**src/design/gbn_pkg.sv**
```systemverilog
// Shared types, constants and codes for the go-back-n send window.
package gbn_pkg;

  // Ring geometry and field widths
  localparam int RING_DEPTH    = 16;
  localparam int SLOT_W        = $clog2(RING_DEPTH);
  localparam int CNT_W         = $clog2(RING_DEPTH + 1);
  localparam int SEG_BYTES_MAX = 1024;
  localparam int LEN_W         = 11;
  localparam int SEQ_W         = 32;
  localparam int ACT_W         = 2;
  localparam int KIND_W        = 2;

  // Configuration port
  localparam int WIN_W      = 5;
  localparam int TMO_W      = 20;
  localparam int CFG_IDX_W  = 1;
  localparam int CFG_DATA_W = TMO_W;

  localparam logic [CFG_IDX_W-1:0] CFG_WINDOW  = 1'b0;
  localparam logic [CFG_IDX_W-1:0] CFG_TIMEOUT = 1'b1;

  localparam logic [WIN_W-1:0] WINDOW_RESET  = 5'd8;
  localparam logic [TMO_W-1:0] TIMEOUT_RESET = 20'd1000;

  // Command queue between front and engine
  localparam int CMDQ_DEPTH = 4;
  localparam int CMDQ_PTR_W = $clog2(CMDQ_DEPTH);
  localparam int CMDQ_CNT_W = $clog2(CMDQ_DEPTH + 1);

  // Input action codes
  localparam logic [ACT_W-1:0] ACT_QUEUE = 2'd0;
  localparam logic [ACT_W-1:0] ACT_ACK   = 2'd1;
  localparam logic [ACT_W-1:0] ACT_TICK  = 2'd2;

  // Result kind codes
  localparam logic [KIND_W-1:0] KIND_FIRST  = 2'd0;
  localparam logic [KIND_W-1:0] KIND_RETX   = 2'd1;
  localparam logic [KIND_W-1:0] KIND_REJECT = 2'd2;

  typedef struct packed {
    logic [ACT_W-1:0] action;
    logic [LEN_W-1:0] seg_length;
    logic [SEQ_W-1:0] ack_num;
  } in_item_t;

  typedef struct packed {
    logic [KIND_W-1:0] kind;
    logic [SEQ_W-1:0]  seq_num;
    logic [LEN_W-1:0]  out_length;
    logic [SLOT_W-1:0] slot;
    logic              last;
  } out_item_t;

  typedef enum logic [1:0] {
    OP_QUEUE,
    OP_ACK,
    OP_TICK
  } op_t;

  // Classified command handed from front to engine
  typedef struct packed {
    op_t              op;
    logic [LEN_W-1:0] len;
    logic [SEQ_W-1:0] ack;
  } cmd_t;

  // Configuration write strobe and payload
  typedef struct packed {
    logic                  we;
    logic [CFG_IDX_W-1:0]  index;
    logic [CFG_DATA_W-1:0] data;
  } cfg_wr_t;

  typedef enum logic [2:0] {
    ST_IDLE,
    ST_QUEUE,
    ST_SEND_WAIT,
    ST_SEND,
    ST_ACK_TEST,
    ST_ACK_FREE,
    ST_TICK_CHK,
    ST_RTX
  } eng_state_t;

endpackage

```
**src/design/go_back_n_send_window.sv**
```systemverilog
// Go-back-n send window top level: front end, command queue and engine.
//
// Each input transaction queues a segment, applies a cumulative ack or
// advances time by one tick; results are segment descriptors to transmit
// (first send or retransmission) or a ring-full rejection, the final one of
// each transaction flagged by last. Inputs pass through a four-entry command
// queue, so a few transactions are taken while the engine works or the
// output is stalled. The engine handles one transaction at a time and is
// bounded by the single read port of its 16-entry descriptor memory: a
// queue item appends its descriptor and then sends one segment at a time
// while the window has room, an ack frees covered in-flight entries one at
// a time and then sends, and a tick with segments in flight checks the
// head's age and on timeout resends every segment in flight.
// Unknown action codes are dropped at the front and cost the engine nothing.
// Output stalls hold the engine. Configuration writes are meant for when
// the block is idle.
module go_back_n_send_window import gbn_pkg::*; (
  input  logic                  clk,
  input  logic                  rst_n,
  input  logic                  in_valid,
  output logic                  in_stall,
  input  in_item_t              in_data,
  output logic                  out_valid,
  input  logic                  out_stall,
  output out_item_t             out_data,
  input  logic                  cfg_valid,
  output logic                  cfg_ready,
  input  logic [CFG_IDX_W-1:0]  cfg_index,
  input  logic [CFG_DATA_W-1:0] cfg_data
);

  logic    q_full, q_push, q_valid, q_pop;
  cmd_t    q_cmd, q_head;
  cfg_wr_t cfg_wr;

  // Registers are always writable
  assign cfg_ready    = 1'b1;
  assign cfg_wr.we    = cfg_valid && cfg_ready;
  assign cfg_wr.index = cfg_index;
  assign cfg_wr.data  = cfg_data;

  gbn_front u_front (
    .in_valid (in_valid),
    .in_stall (in_stall),
    .in_data  (in_data),
    .q_full   (q_full),
    .q_push   (q_push),
    .q_cmd    (q_cmd)
  );

  gbn_cmd_queue u_cmdq (
    .clk      (clk),
    .rst_n    (rst_n),
    .push     (q_push),
    .push_cmd (q_cmd),
    .pop      (q_pop),
    .full     (q_full),
    .valid    (q_valid),
    .head_cmd (q_head)
  );

  gbn_engine u_engine (
    .clk       (clk),
    .rst_n     (rst_n),
    .cfg_wr    (cfg_wr),
    .cmd_valid (q_valid),
    .cmd       (q_head),
    .cmd_pop   (q_pop),
    .out_valid (out_valid),
    .out_stall (out_stall),
    .out_data  (out_data)
  );

endmodule

```
**src/design/gbn_front.sv**
```systemverilog
// Front end: accepts input transactions, classifies them and clamps lengths.
module gbn_front import gbn_pkg::*; (
  input  logic     in_valid,
  output logic     in_stall,
  input  in_item_t in_data,
  input  logic     q_full,
  output logic     q_push,
  output cmd_t     q_cmd
);

  logic             accept;
  logic [LEN_W-1:0] len_clamped;
  logic             known;

  // Stall only when the command queue cannot take another entry
  assign in_stall = q_full;
  assign accept   = in_valid && !in_stall;

  // Saturate oversized segment lengths
  assign len_clamped = (in_data.seg_length > LEN_W'(SEG_BYTES_MAX)) ?
                       LEN_W'(SEG_BYTES_MAX) : in_data.seg_length;

  // Classify the action; unknown codes are dropped here
  always_comb begin
    known    = 1'b1;
    q_cmd.op = OP_QUEUE;
    unique case (in_data.action)
      ACT_QUEUE: q_cmd.op = OP_QUEUE;
      ACT_ACK:   q_cmd.op = OP_ACK;
      ACT_TICK:  q_cmd.op = OP_TICK;
      default:   known    = 1'b0;
    endcase
    q_cmd.len = len_clamped;
    q_cmd.ack = in_data.ack_num;
  end

  assign q_push = accept && known;

endmodule

```
**src/design/gbn_cmd_queue.sv**
```systemverilog
// Short command queue that decouples the front end from the engine.
module gbn_cmd_queue import gbn_pkg::*; (
  input  logic clk,
  input  logic rst_n,
  input  logic push,
  input  cmd_t push_cmd,
  input  logic pop,
  output logic full,
  output logic valid,
  output cmd_t head_cmd
);

  cmd_t                  slots [CMDQ_DEPTH];
  logic [CMDQ_PTR_W-1:0] wr_ptr_r, wr_ptr_nxt;
  logic [CMDQ_PTR_W-1:0] rd_ptr_r, rd_ptr_nxt;
  logic [CMDQ_CNT_W-1:0] count_r, count_nxt;
  logic                  do_push, do_pop;

  assign full     = (count_r == CMDQ_CNT_W'(CMDQ_DEPTH));
  assign valid    = (count_r != '0);
  assign head_cmd = slots[rd_ptr_r];
  assign do_push  = push && !full;
  assign do_pop   = pop && valid;

  // Advance pointers and occupancy
  always_comb begin
    wr_ptr_nxt = do_push ? wr_ptr_r + 1'b1 : wr_ptr_r;
    rd_ptr_nxt = do_pop ? rd_ptr_r + 1'b1 : rd_ptr_r;
    count_nxt  = count_r;
    if (do_push && !do_pop) begin
      count_nxt = count_r + 1'b1;
    end else if (do_pop && !do_push) begin
      count_nxt = count_r - 1'b1;
    end
  end

  always_ff @(posedge clk) begin
    if (!rst_n) begin
      wr_ptr_r <= '0;
      rd_ptr_r <= '0;
      count_r  <= '0;
    end else begin
      wr_ptr_r <= wr_ptr_nxt;
      rd_ptr_r <= rd_ptr_nxt;
      count_r  <= count_nxt;
    end
  end

  // Store the command payload
  always_ff @(posedge clk) begin
    if (do_push) begin
      slots[wr_ptr_r] <= push_cmd;
    end
  end

endmodule

```
**src/design/gbn_engine.sv**
```systemverilog
// Back end: ring state, descriptor memory, send/ack/retransmit sequencer.
module gbn_engine import gbn_pkg::*; (
  input  logic      clk,
  input  logic      rst_n,
  input  cfg_wr_t   cfg_wr,
  input  logic      cmd_valid,
  input  cmd_t      cmd,
  output logic      cmd_pop,
  output logic      out_valid,
  input  logic      out_stall,
  output out_item_t out_data
);

  // Descriptor memory, one write and one registered read per cycle
  logic [SEQ_W-1:0] seq_mem   [RING_DEPTH];
  logic [LEN_W-1:0] len_mem   [RING_DEPTH];
  logic [SEQ_W-1:0] stamp_mem [RING_DEPTH];
  logic [SEQ_W-1:0] rd_seq_r;
  logic [LEN_W-1:0] rd_len_r;
  logic [SEQ_W-1:0] rd_stamp_r;

  eng_state_t        state_r, state_nxt;
  logic [SLOT_W-1:0] head_r, head_nxt;
  logic [SLOT_W-1:0] unsent_r, unsent_nxt;
  logic [SLOT_W-1:0] idx_r, idx_nxt;
  logic [CNT_W-1:0]  stored_r, stored_nxt;
  logic [CNT_W-1:0]  inflight_r, inflight_nxt;
  logic [SEQ_W-1:0]  next_seq_r, next_seq_nxt;
  logic [SEQ_W-1:0]  now_r, now_nxt;
  logic [LEN_W-1:0]  len_r, len_nxt;
  logic [SEQ_W-1:0]  ack_r, ack_nxt;
  logic [WIN_W-1:0]  window_r;
  logic [TMO_W-1:0]  timeout_r;
  logic              out_valid_r, out_valid_nxt;
  out_item_t         out_data_r, out_data_nxt;

  logic              desc_we, stamp_we;
  logic [SLOT_W-1:0] wr_addr, rd_addr;
  logic [SEQ_W-1:0]  wr_stamp;
  logic              out_free;
  logic [SLOT_W-1:0] tail;
  logic [SLOT_W-1:0] rtx_slot;
  logic [CNT_W-1:0]  infl_inc;
  logic [CNT_W-1:0]  idx_inc;
  logic              can_send;
  logic              free_head;
  logic [SEQ_W-1:0]  elapsed;

  assign out_free  = !out_valid_r || !out_stall;
  assign tail      = head_r + stored_r[SLOT_W-1:0];
  assign rtx_slot  = head_r + idx_r;
  assign infl_inc  = inflight_r + 1'b1;
  assign idx_inc   = CNT_W'(idx_r) + 1'b1;
  assign can_send  = (inflight_r < CNT_W'(window_r)) && (inflight_r < stored_r);
  assign free_head = (inflight_r != '0) && (rd_seq_r < ack_r);
  assign elapsed   = now_r - rd_stamp_r;

  // Sequencer: next state, ring pointers, memory strobes and result
  always_comb begin
    state_nxt     = state_r;
    head_nxt      = head_r;
    unsent_nxt    = unsent_r;
    idx_nxt       = idx_r;
    stored_nxt    = stored_r;
    inflight_nxt  = inflight_r;
    next_seq_nxt  = next_seq_r;
    now_nxt       = now_r;
    len_nxt       = len_r;
    ack_nxt       = ack_r;
    out_valid_nxt = out_valid_r && out_stall;
    out_data_nxt  = out_data_r;
    cmd_pop       = 1'b0;
    desc_we       = 1'b0;
    stamp_we      = 1'b0;
    wr_addr       = tail;
    wr_stamp      = '0;

    unique case (state_r)
      ST_IDLE: begin
        if (cmd_valid) begin
          cmd_pop = 1'b1;
          unique case (cmd.op)
            OP_QUEUE: begin
              len_nxt   = cmd.len;
              state_nxt = ST_QUEUE;
            end
            OP_ACK: begin
              ack_nxt   = cmd.ack;
              state_nxt = (stored_r == '0) ? ST_IDLE : ST_ACK_TEST;
            end
            OP_TICK: begin
              now_nxt   = now_r + 1'b1;
              state_nxt = (inflight_r == '0) ? ST_IDLE : ST_TICK_CHK;
            end
            default: state_nxt = ST_IDLE;
          endcase
        end
      end

      // Append a segment, or reject when the ring is full
      ST_QUEUE: begin
        if (stored_r >= CNT_W'(RING_DEPTH)) begin
          if (out_free) begin
            out_valid_nxt           = 1'b1;
            out_data_nxt.kind       = KIND_REJECT;
            out_data_nxt.seq_num    = next_seq_r;
            out_data_nxt.out_length = len_r;
            out_data_nxt.slot       = '0;
            out_data_nxt.last       = 1'b1;
            state_nxt               = ST_IDLE;
          end
        end else begin
          desc_we      = 1'b1;
          stamp_we     = 1'b1;
          wr_addr      = tail;
          wr_stamp     = '0;
          next_seq_nxt = next_seq_r + SEQ_W'(len_r);
          stored_nxt   = stored_r + 1'b1;
          state_nxt    = ST_SEND_WAIT;
        end
      end

      // Let the freshly written descriptor reach the read port
      ST_SEND_WAIT: begin
        state_nxt = ST_SEND;
      end

      // Transmit unsent entries while the window has room
      ST_SEND: begin
        if (!can_send) begin
          state_nxt = ST_IDLE;
        end else if (out_free) begin
          stamp_we                = 1'b1;
          wr_addr                 = unsent_r;
          wr_stamp                = now_r;
          out_valid_nxt           = 1'b1;
          out_data_nxt.kind       = KIND_FIRST;
          out_data_nxt.seq_num    = rd_seq_r;
          out_data_nxt.out_length = rd_len_r;
          out_data_nxt.slot       = unsent_r;
          out_data_nxt.last       = !((infl_inc < CNT_W'(window_r)) &&
                                      (infl_inc < stored_r));
          inflight_nxt            = infl_inc;
          unsent_nxt              = unsent_r + 1'b1;
        end
      end

      // Drop an ack below the head, else free the first covered entry if any
      ST_ACK_TEST: begin
        if (ack_r < rd_seq_r) begin
          state_nxt = ST_IDLE;
        end else if (free_head) begin
          head_nxt     = head_r + 1'b1;
          inflight_nxt = inflight_r - 1'b1;
          stored_nxt   = stored_r - 1'b1;
          state_nxt    = ST_ACK_FREE;
        end else begin
          state_nxt = ST_SEND;
        end
      end

      // Free acknowledged in-flight entries one per cycle
      ST_ACK_FREE: begin
        if (free_head) begin
          head_nxt     = head_r + 1'b1;
          inflight_nxt = inflight_r - 1'b1;
          stored_nxt   = stored_r - 1'b1;
        end else begin
          state_nxt = ST_SEND;
        end
      end

      // Check the head's age against the timeout
      ST_TICK_CHK: begin
        if (elapsed > SEQ_W'(timeout_r)) begin
          idx_nxt   = '0;
          state_nxt = ST_RTX;
        end else begin
          state_nxt = ST_IDLE;
        end
      end

      // Resend every in-flight entry and restamp it
      ST_RTX: begin
        if (out_free) begin
          stamp_we                = 1'b1;
          wr_addr                 = rtx_slot;
          wr_stamp                = now_r;
          out_valid_nxt           = 1'b1;
          out_data_nxt.kind       = KIND_RETX;
          out_data_nxt.seq_num    = rd_seq_r;
          out_data_nxt.out_length = rd_len_r;
          out_data_nxt.slot       = rtx_slot;
          out_data_nxt.last       = (idx_inc == inflight_r);
          if (idx_inc == inflight_r) begin
            state_nxt = ST_IDLE;
          end else begin
            idx_nxt = idx_r + 1'b1;
          end
        end
      end

      default: state_nxt = ST_IDLE;
    endcase
  end

  // Read the entry the next state works on
  always_comb begin
    unique case (state_nxt)
      ST_SEND: rd_addr = unsent_nxt;
      ST_RTX:  rd_addr = head_nxt + idx_nxt;
      default: rd_addr = head_nxt;
    endcase
  end

  always_ff @(posedge clk) begin
    if (desc_we) begin
      seq_mem[wr_addr] <= next_seq_r;
      len_mem[wr_addr] <= len_r;
    end
    if (stamp_we) begin
      stamp_mem[wr_addr] <= wr_stamp;
    end
    rd_seq_r   <= seq_mem[rd_addr];
    rd_len_r   <= len_mem[rd_addr];
    rd_stamp_r <= stamp_mem[rd_addr];
  end

  // Control and ring state
  always_ff @(posedge clk) begin
    if (!rst_n) begin
      state_r     <= ST_IDLE;
      head_r      <= '0;
      unsent_r    <= '0;
      idx_r       <= '0;
      stored_r    <= '0;
      inflight_r  <= '0;
      next_seq_r  <= '0;
      now_r       <= '0;
      out_valid_r <= 1'b0;
    end else begin
      state_r     <= state_nxt;
      head_r      <= head_nxt;
      unsent_r    <= unsent_nxt;
      idx_r       <= idx_nxt;
      stored_r    <= stored_nxt;
      inflight_r  <= inflight_nxt;
      next_seq_r  <= next_seq_nxt;
      now_r       <= now_nxt;
      out_valid_r <= out_valid_nxt;
    end
  end

  // Hold command operands and the output payload
  always_ff @(posedge clk) begin
    len_r      <= len_nxt;
    ack_r      <= ack_nxt;
    out_data_r <= out_data_nxt;
  end

  // Configuration registers
  always_ff @(posedge clk) begin
    if (!rst_n) begin
      window_r  <= WINDOW_RESET;
      timeout_r <= TIMEOUT_RESET;
    end else if (cfg_wr.we) begin
      unique case (cfg_wr.index)
        CFG_WINDOW:  window_r  <= cfg_wr.data[WIN_W-1:0];
        CFG_TIMEOUT: timeout_r <= cfg_wr.data[TMO_W-1:0];
        default:     window_r  <= window_r;
      endcase
    end
  end

  assign out_valid = out_valid_r;
  assign out_data  = out_data_r;

endmodule

```
**config.mk**
```make
export PLATFORM = sky130hd
export DESIGN_NAME = go_back_n_send_window
export DESIGN_NICKNAME = d
export VERILOG_FILES = /design/src/design/gbn_pkg.sv /design/src/design/go_back_n_send_window.sv /design/src/design/gbn_front.sv /design/src/design/gbn_cmd_queue.sv /design/src/design/gbn_engine.sv
export SDC_FILE = /design/constraint.sdc
export NUM_CORES = 2
export LEC_CHECK = 0
export BUFFER_PORTS_ARGS = -buffer_cell sky130_fd_sc_hd__buf_2
export CAP_MARGIN = 30
export CELL_PAD_IN_SITES_DETAIL_PLACEMENT = 1
export CELL_PAD_IN_SITES_GLOBAL_PLACEMENT = 2
export CORE_ASPECT_RATIO = 2
export CORE_MARGIN = 5
export CORE_UTILIZATION = 25
export CTS_CLUSTER_DIAMETER = 40
export DETAILED_ROUTE_END_ITERATION = 7
export PLACE_DENSITY_LB_ADDON = 0.1
export SLEW_MARGIN = 20
export SYNTH_ARGS = -nofsm -noshare
export SYNTH_HDL_FRONTEND = slang
export SYNTH_HIERARCHICAL = 1
export SYNTH_SLANG_ARGS = --single-unit
```
**constraint.sdc**
```tcl
create_clock -name clk -period 9.3 [get_ports clk]
set_clock_uncertainty 0.1 [all_clocks]
set_input_delay 0.465 -clock clk [delete_from_list [all_inputs] [get_ports clk]]
set_output_delay 0.465 -clock clk [all_outputs]
set_load 0.005 [all_outputs]
```
* Word level (Yosys, flattened, before mapping)
Memories as Yosys holds them, arrays and structs flattened. A register that Yosys moved wholly into a read port is not among the register bits.
Cells that the tools add are included.
** Word-level totals
- Flip-flop bits (word level) :: 215
- RAM bits :: 1380
- Input port bits :: 71
- Word-level logic and storage cells :: 185
- Memories :: 4
** Memory list
- u_engine.seq_mem :: words 16, bits a word 32, read ports 1, clocked after memory_dff 1, wr ports 1, RTL line gbn_engine.sv:15 : logic [SEQ_W-1:0] seq_mem [RING_DEPTH];
- u_engine.stamp_mem :: words 16, bits a word 32, read ports 1, clocked after memory_dff 1, wr ports 1, RTL line gbn_engine.sv:17 : logic [SEQ_W-1:0] stamp_mem [RING_DEPTH];
- u_cmdq.slots :: words 4, bits a word 45, read ports 1, clocked after memory_dff 1, wr ports 1, RTL line gbn_cmd_queue.sv:13 : cmd_t slots [CMDQ_DEPTH];
- u_engine.len_mem :: words 16, bits a word 11, read ports 1, clocked after memory_dff 1, wr ports 1, RTL line gbn_engine.sv:16 : logic [LEN_W-1:0] len_mem [RING_DEPTH];
** Cells by class
- Add/subtract/negate cells :: 18
- $lt $le $gt $ge :: 9
- Equality and inequality tests :: 22
- Muxes and demuxes :: 71
- Bitwise logic cells :: 2
- Reduce and logical (&&, ||, !) cells :: 38
** Operators with widths (number)
- 50-bit two-way mux :: 5
- 50-bit case mux with 3 select lines :: 1
- 32-bit less-than comparator :: 2
- 32-bit two-way mux :: 2
- 32-bit case mux with 2 select lines :: 1
- 4-bit two-way mux :: 11
- 3-bit two-way mux :: 14
- 5-bit two-way mux :: 7
- 32-bit by 1-bit adder with 32-bit output, second input constant :: 1
- 32-bit by 11-bit adder with 32-bit output :: 1
- 32-bit by 20-bit > comparator with 1-bit output :: 1
- 4-bit case mux with 2 select lines :: 4
- 32-bit subtractor :: 1
- 5-bit case mux with 3 select lines :: 2
- 3-bit case mux with 8 select lines :: 1
- 5-bit less-than comparator :: 4
- 3-bit == test, second input constant :: 6
- 1-bit two-way mux :: 16
- 4-bit by 1-bit adder with 4-bit output, second input constant :: 3
- 4-bit adder :: 3
- 3-bit AND reduction :: 4
- 3-bit nonzero test :: 4
- 11-bit > comparator, second input constant :: 1
- 11-bit two-way mux :: 1
- 31 further kinds :: 64

* Logic depth before layout (Yosys ltp)
- Word-level depth :: 9
- Mapped depth :: 34
- Mapped depth without buffers :: 32

* By module
The synthesis kept the hierarchy.
** By module, submodules not included
- gbn_engine :: times used 1, cells an instance 5116, area each 64758.4 µm²
- gbn_cmd_queue :: times used 1, cells an instance 283, area each 7019.2 µm²
- gbn_front :: times used 1, cells an instance 49, area each 389.1 µm²
- go_back_n_send_window :: times used 1, cells an instance 2, area each 11.3 µm²

* Worst setup path before layout
Ideal clock, no wire load.
- Kind :: flip-flop to flip-flop
- Start point :: register u_engine.now_r[0]
- End point :: register u_engine.rd_seq_r[30] (read register of u_engine.seq_mem)
- Library setup time :: 0.079 ns
- Arrival :: 6.801 ns
- Required time :: 9.121 ns
- Slack :: 2.320 ns
- Stages on the path, launching flop included :: 33
- Path buffers :: 2
- Period minus slack after synthesis :: 6.980 ns
- Path through :: dfxtp_1 > inv_1 > ha_1 > inv_1 > fa_1 > a211oi_1 > o211ai_1 > nand2_1 > o21a_1 > o21ai_0 > xor2_1 > ha_1 > nand4_1 > or4_1 > o32ai_1 > a31oi_1 > a221oi_2 > nand4_1 > or4_4 > or4_1 > o211ai_1 > a22o_1 > ha_1 > a21o_1 > a21oi_1 > xor2_1 > and3_1 > a221oi_4 > nand2_2 > buf_2 > buf_2 > a311o_1 > o211ai_1
** Between the ends
- Longest elaborated chain between the ends :: 6
- Elaborated cells on any way between the ends :: 10
- Those cells by class :: add/sub: 2; order compare: 1; eq/ne: 2; mux: 5
** Ends and longest elaborated chain
- start: declaration :: RTL line gbn_engine.sv:29 : logic [SEQ_W-1:0] now_r, now_nxt;
- start signal: assignment :: RTL line gbn_engine.sv:249 : now_r <= now_nxt;
- 32-bit subtractor :: RTL line gbn_engine.sv:56 : assign elapsed = now_r - rd_stamp_r;
- 32-bit by 20-bit > comparator with 1-bit output :: RTL line gbn_engine.sv:175 : if (elapsed > SEQ_W'(timeout_r)) begin
- 4-bit two-way mux :: RTL line gbn_engine.sv:175
- 4-bit case mux with 2 select lines :: RTL line gbn_engine.sv:78 : unique case (state_r)
- net u_engine.idx_nxt[1] :: RTL line gbn_engine.sv:25 : logic [SLOT_W-1:0] idx_r, idx_nxt;
- 4-bit adder :: RTL line gbn_engine.sv:211 : ST_RTX: rd_addr = head_nxt + idx_nxt;
- 4-bit case mux with 2 select lines :: RTL line gbn_engine.sv:209 : unique case (state_nxt)
- end: declaration :: RTL line gbn_engine.sv:18 : logic [SEQ_W-1:0] rd_seq_r;
The timed path passes the listed nets, and every way through them passes these cells.
A chain may end at the register's enable or synchronous reset.

* Worst setup path in the final report
- Start point :: register u_engine.rd_stamp_r[2] (read register of u_engine.stamp_mem)
- End point :: register u_engine.rd_stamp_r[14] (read register of u_engine.stamp_mem)
** Between the ends
- Longest elaborated chain between the ends :: 6
- Elaborated cells on any way between the ends :: 10
- Those cells by class :: add/sub: 2; order compare: 1; eq/ne: 2; mux: 5
** Ends and longest elaborated chain
- start: declaration :: RTL line gbn_engine.sv:20 : logic [SEQ_W-1:0] rd_stamp_r;
- 32-bit subtractor :: RTL line gbn_engine.sv:56
- 32-bit by 20-bit > comparator with 1-bit output :: RTL line gbn_engine.sv:175
- 4-bit two-way mux :: RTL line gbn_engine.sv:175
- 4-bit case mux with 2 select lines :: RTL line gbn_engine.sv:78
- net u_engine.idx_nxt[1] :: RTL line gbn_engine.sv:25
- 4-bit adder :: RTL line gbn_engine.sv:211
- 4-bit case mux with 2 select lines :: RTL line gbn_engine.sv:209
The timed path passes the listed nets, and every way through them passes these cells.

==> parameters.txt <==
Parameter                              Value

Status
  Status    complete, no violations

Synth
  Post-synthesis average cell area    approximately 13 um2
  Post-synthesis cell count    5,450
  Count of warnings emitted by yosys    6
  Share of the synthesized area in the top cell type    between 60% and 70%
  Synth area leaders    sky130_fd_sc_hd__edfxtp_1, sky130_fd_sc_hd__dfxtp_1, sky130_fd_sc_hd__nand2_1
  Most instantiated library cell after synthesis    sky130_fd_sc_hd__edfxtp_1
  Net count after synthesis    5,661
  Register bit total from synthesis    1,672
  Synth Cell Area    0.0722 mm2
  Distinct cell type count after synthesis    just under 90
  Synth async-reset ratio    0%
  Proportion of synthesized chip area in sequential cells    66.8%
  Number of synthesized flops with an enable pin    around 1,500
  Top post-synthesis cells by count    sky130_fd_sc_hd__edfxtp_1, sky130_fd_sc_hd__nand2_1, sky130_fd_sc_hd__o21ai_0
  Most used flip-flop cell after synthesis    sky130_fd_sc_hd__edfxtp_1
  Cell taking the most area after synthesis    sky130_fd_sc_hd__edfxtp_1

Floorplan
  Number of ports placed on the die boundary    124
  Die W    390 um
  Core area    about 0.29 mm2
  Initial Utilization    25.1%
  Number of core rows    approximately 280
  Vertical extent of the die    770 um
  Area of the die    about 0.3 mm2

Timing
  Peak clock frequency supported by timing    0.114 GHz
  Worst Tran Pin Value    about 1.0 ns
  Unrepaired setup endpoints after global routing    no
  Crit share post-route    a little over nine tenths
  Total negative slack for setup checks    0 ns
  Final-report setup violation count    0
  Worst relative slew slack    between 30% and 40%
  Shortest clock period the worst path allows after layout    8.75 ns
  Slew Viols, Final    0
  Hold Fails Final Rpt    0

Routing
  Detailed Route Iter0 Violations    2,720
  Met3 routed wirelength    8760 um
  Routed length per placed instance    32.4 um
  WL final    311,000 um
  Via-to-Cell Ratio    5.13
  Met1 Wirelength    110,000 um
  Highest layer used for signal routing    met5
  DRC violation count after routing    0
  Met2 wirelength from detailed routing    178,000 um
  Total iterations of the first detailed-routing run    5
  Via count    49,200
  Number of routed nets with antenna violations    0

Hold path
  Worst Hold Path Cells    3
  Class of the tightest hold or removal check    input pin to flop

Setup path
  Slowest cell on the critical path    sky130_fd_sc_hd__or4_1
  Crit Path Category    flop to flop
  Maximum single-stage delay on the critical path    0.61 ns
  Data arrival, critical path    about 9.4 ns
  Depth of the worst register-to-register path    31
  Peak fanout along the critical path    26
  Sort of element at the end of the critical path    flop
  Worst path most repeated cell    sky130_fd_sc_hd__ha_1
  Startpoint kind of the worst setup timing path    flop
  Data required, critical path    9.94 ns

Global route
  Number of global-route vias before repair    53,300
  Largest net degree at the start of global routing    113
  Wire length of the first global-routing pass    approximately 430,000 um
  Total grt overflow    0
  Initial antenna violation count    12
  Total Routing Usage GR    20.1%

Clocking
  Setup Buffers After CTS    0
  Clock sink count    between 1,500 and 2,000
  TritonCTS Buffers    208
  CTS tree    yes
  Root buffer cell    sky130_fd_sc_hd__clkbuf_16
  Max clock buf depth    4
  Max H-tree Level    4
  Clock latency on the worst-skew pair    0.88 ns
  Clock Pin Slew Worst Setup and Hold Paths    0.06 ns

Finish
  Layout cell share with drive strength beyond 1    14.1%
  Fill cell total of the finished layout    between 30,000 and 40,000
  Area of all placed cells without fillers    approximately 0.086 mm2
  Count of nets after finishing    5,844
  Relative area change from synthesis to final layout    19.0%

Place
  Cell area reported after detailed placement    approximately 0.078 mm2
  Final Wtd Congestion    0.802
  Dpl hpwl    199,000 um
  Port Buffers    roughly 120

Flow run
  Total of max-cap violations    0

Power and ir drop
  Maximum vdd drop    0.290 mV
  Total power consumption of the routed design    26,900 uW
  Leakage Power    around 0.029 uW
  Total power per unit cell area    313 mW/mm2
-- final cells by class --
| class | instances | area [um2] | area share, % |
|---|---|---|---|
| multi-input combinational | 3125 | 21600 | 25.2 |
| timing repair buffer | 415 | 3770 | 4.38 |
| clock inverter | 122 | 1250 | 1.45 |
| sequential | 1672 | 48200 | 56.1 |
| antenna | 2 | 5.00 | 0.00582 |
| inverter | 211 | 793 | 0.923 |
| tap | 3793 | 4750 | 5.52 |
| clock buffer | 257 | 5520 | 6.43 |
-- routing by layer --
layer  track usage [%]  vias up
met3              1.97      511
met5                 0        -
li1                  -    21500
met4              8.21        2
met2              41.0      957
met1              20.4    26300
-- what timing repair did --
action | 4_1_cts | 5_1_grt
endpoints found under the hold margin | 204 | 0
hold buffers | 66 | 0
resized for setup | 0 | 0
-- critical path, delay by kind of cell (launching register included) --
kind                     cells  cell delay, ns
XOR/XNOR                     2            0.22
AO/OA/AOI/OAI               16            3.67
flip-flops                   1            0.46
adder cells (fa/ha/maj)      3            0.95
AND/OR/NAND/NOR              8            2.80
buffers and inverters        2            0.39
-- cell families after synthesis --
group                      count (synthesis)  synth area share (%)
muxes                                    139                  2.71
AOI/OAI and AO/OA                       1496                  14.8
xor gates and xnor gates                 101                  1.23
buffers and inverters                    653                  3.89
and+or+nand+nor                         1248                  8.08
DFF                                     1672                  66.8
adders and majority gates                140                  2.50
other                                      1               0.00520
-- where the power goes --
group	leakage (uW)	internal [uW]	switching [uW]
logic	0.0109	3000	6560
registers	0.0148	8790	350
clock network	0.00326	4690	3470
total	0.0291	16500	10400
-- cell usage in the layout, fill, tap and decap left out, drive strengths merged, types with 97 or more instances in the layout --
cell type,instances
a21oi,154
inv,242
ha,133
dfxtp,199
nor2,104
o21ai,411
edfxtp,1473
clkbuf,257
nand2,667
nand3,119
buf,349
a32oi,223
a211oi,97
-- final timing paths --
check,start,endpoint,slack [ns]
worst max-delay path,u_engine/rd_stamp_r[2],u_engine/rd_stamp_r[14],0.55
worst min-delay path,rst_n,u_cmdq/wr_ptr_r[0],0.08
worst max register to register,u_engine/rd_stamp_r[2],u_engine/rd_stamp_r[14],0.55
worst min register to register,u_engine/timeout_r[1],u_engine/timeout_r[1],0.37
-- flip-flops by register name, indices dropped and copies added (netlist names), 3 cells and up, named ones only --
name	flops
u_engine/out_data	50
u_engine/next_seq_r	32
u_engine/stamp_mem	512
u_engine/state_r	3
u_engine/timeout_r	20
u_engine/len_mem	176
u_engine/now_r	32
u_engine/ack_r	32
u_engine/window_r	5
u_engine/idx_r	4
u_engine/len_r	11
u_engine/rd_len_r	11
u_engine/head_r	4
u_engine/unsent_r	4
u_engine/stored_r	5
u_engine/rd_seq_r	32
u_cmdq/slots	180
u_cmdq/count_r	3
u_engine/inflight_r	5
u_engine/rd_stamp_r	32
u_engine/seq_mem	512
-- through the flow --
| step | worst slack, ns | hold WS, ns | instances | utilization (%) |
|---|---|---|---|---|
| detailed placement | 0.512 | 0.369 | 9147 | 27.2 |
| finish | 0.547 | 0.0769 | 9597 | 29.8 |
| CTS | 0.442 | 0.0262 | 9592 | 29.8 |
| global placement | 0.571 | 0.359 | 9140 | 27.2 |
| global route | 0.144 | 0.109 | 9596 | 29.8 |
| floorplan | 2.32 | 0.343 | 5450 | - |
(Power assumes the default switching activity.)
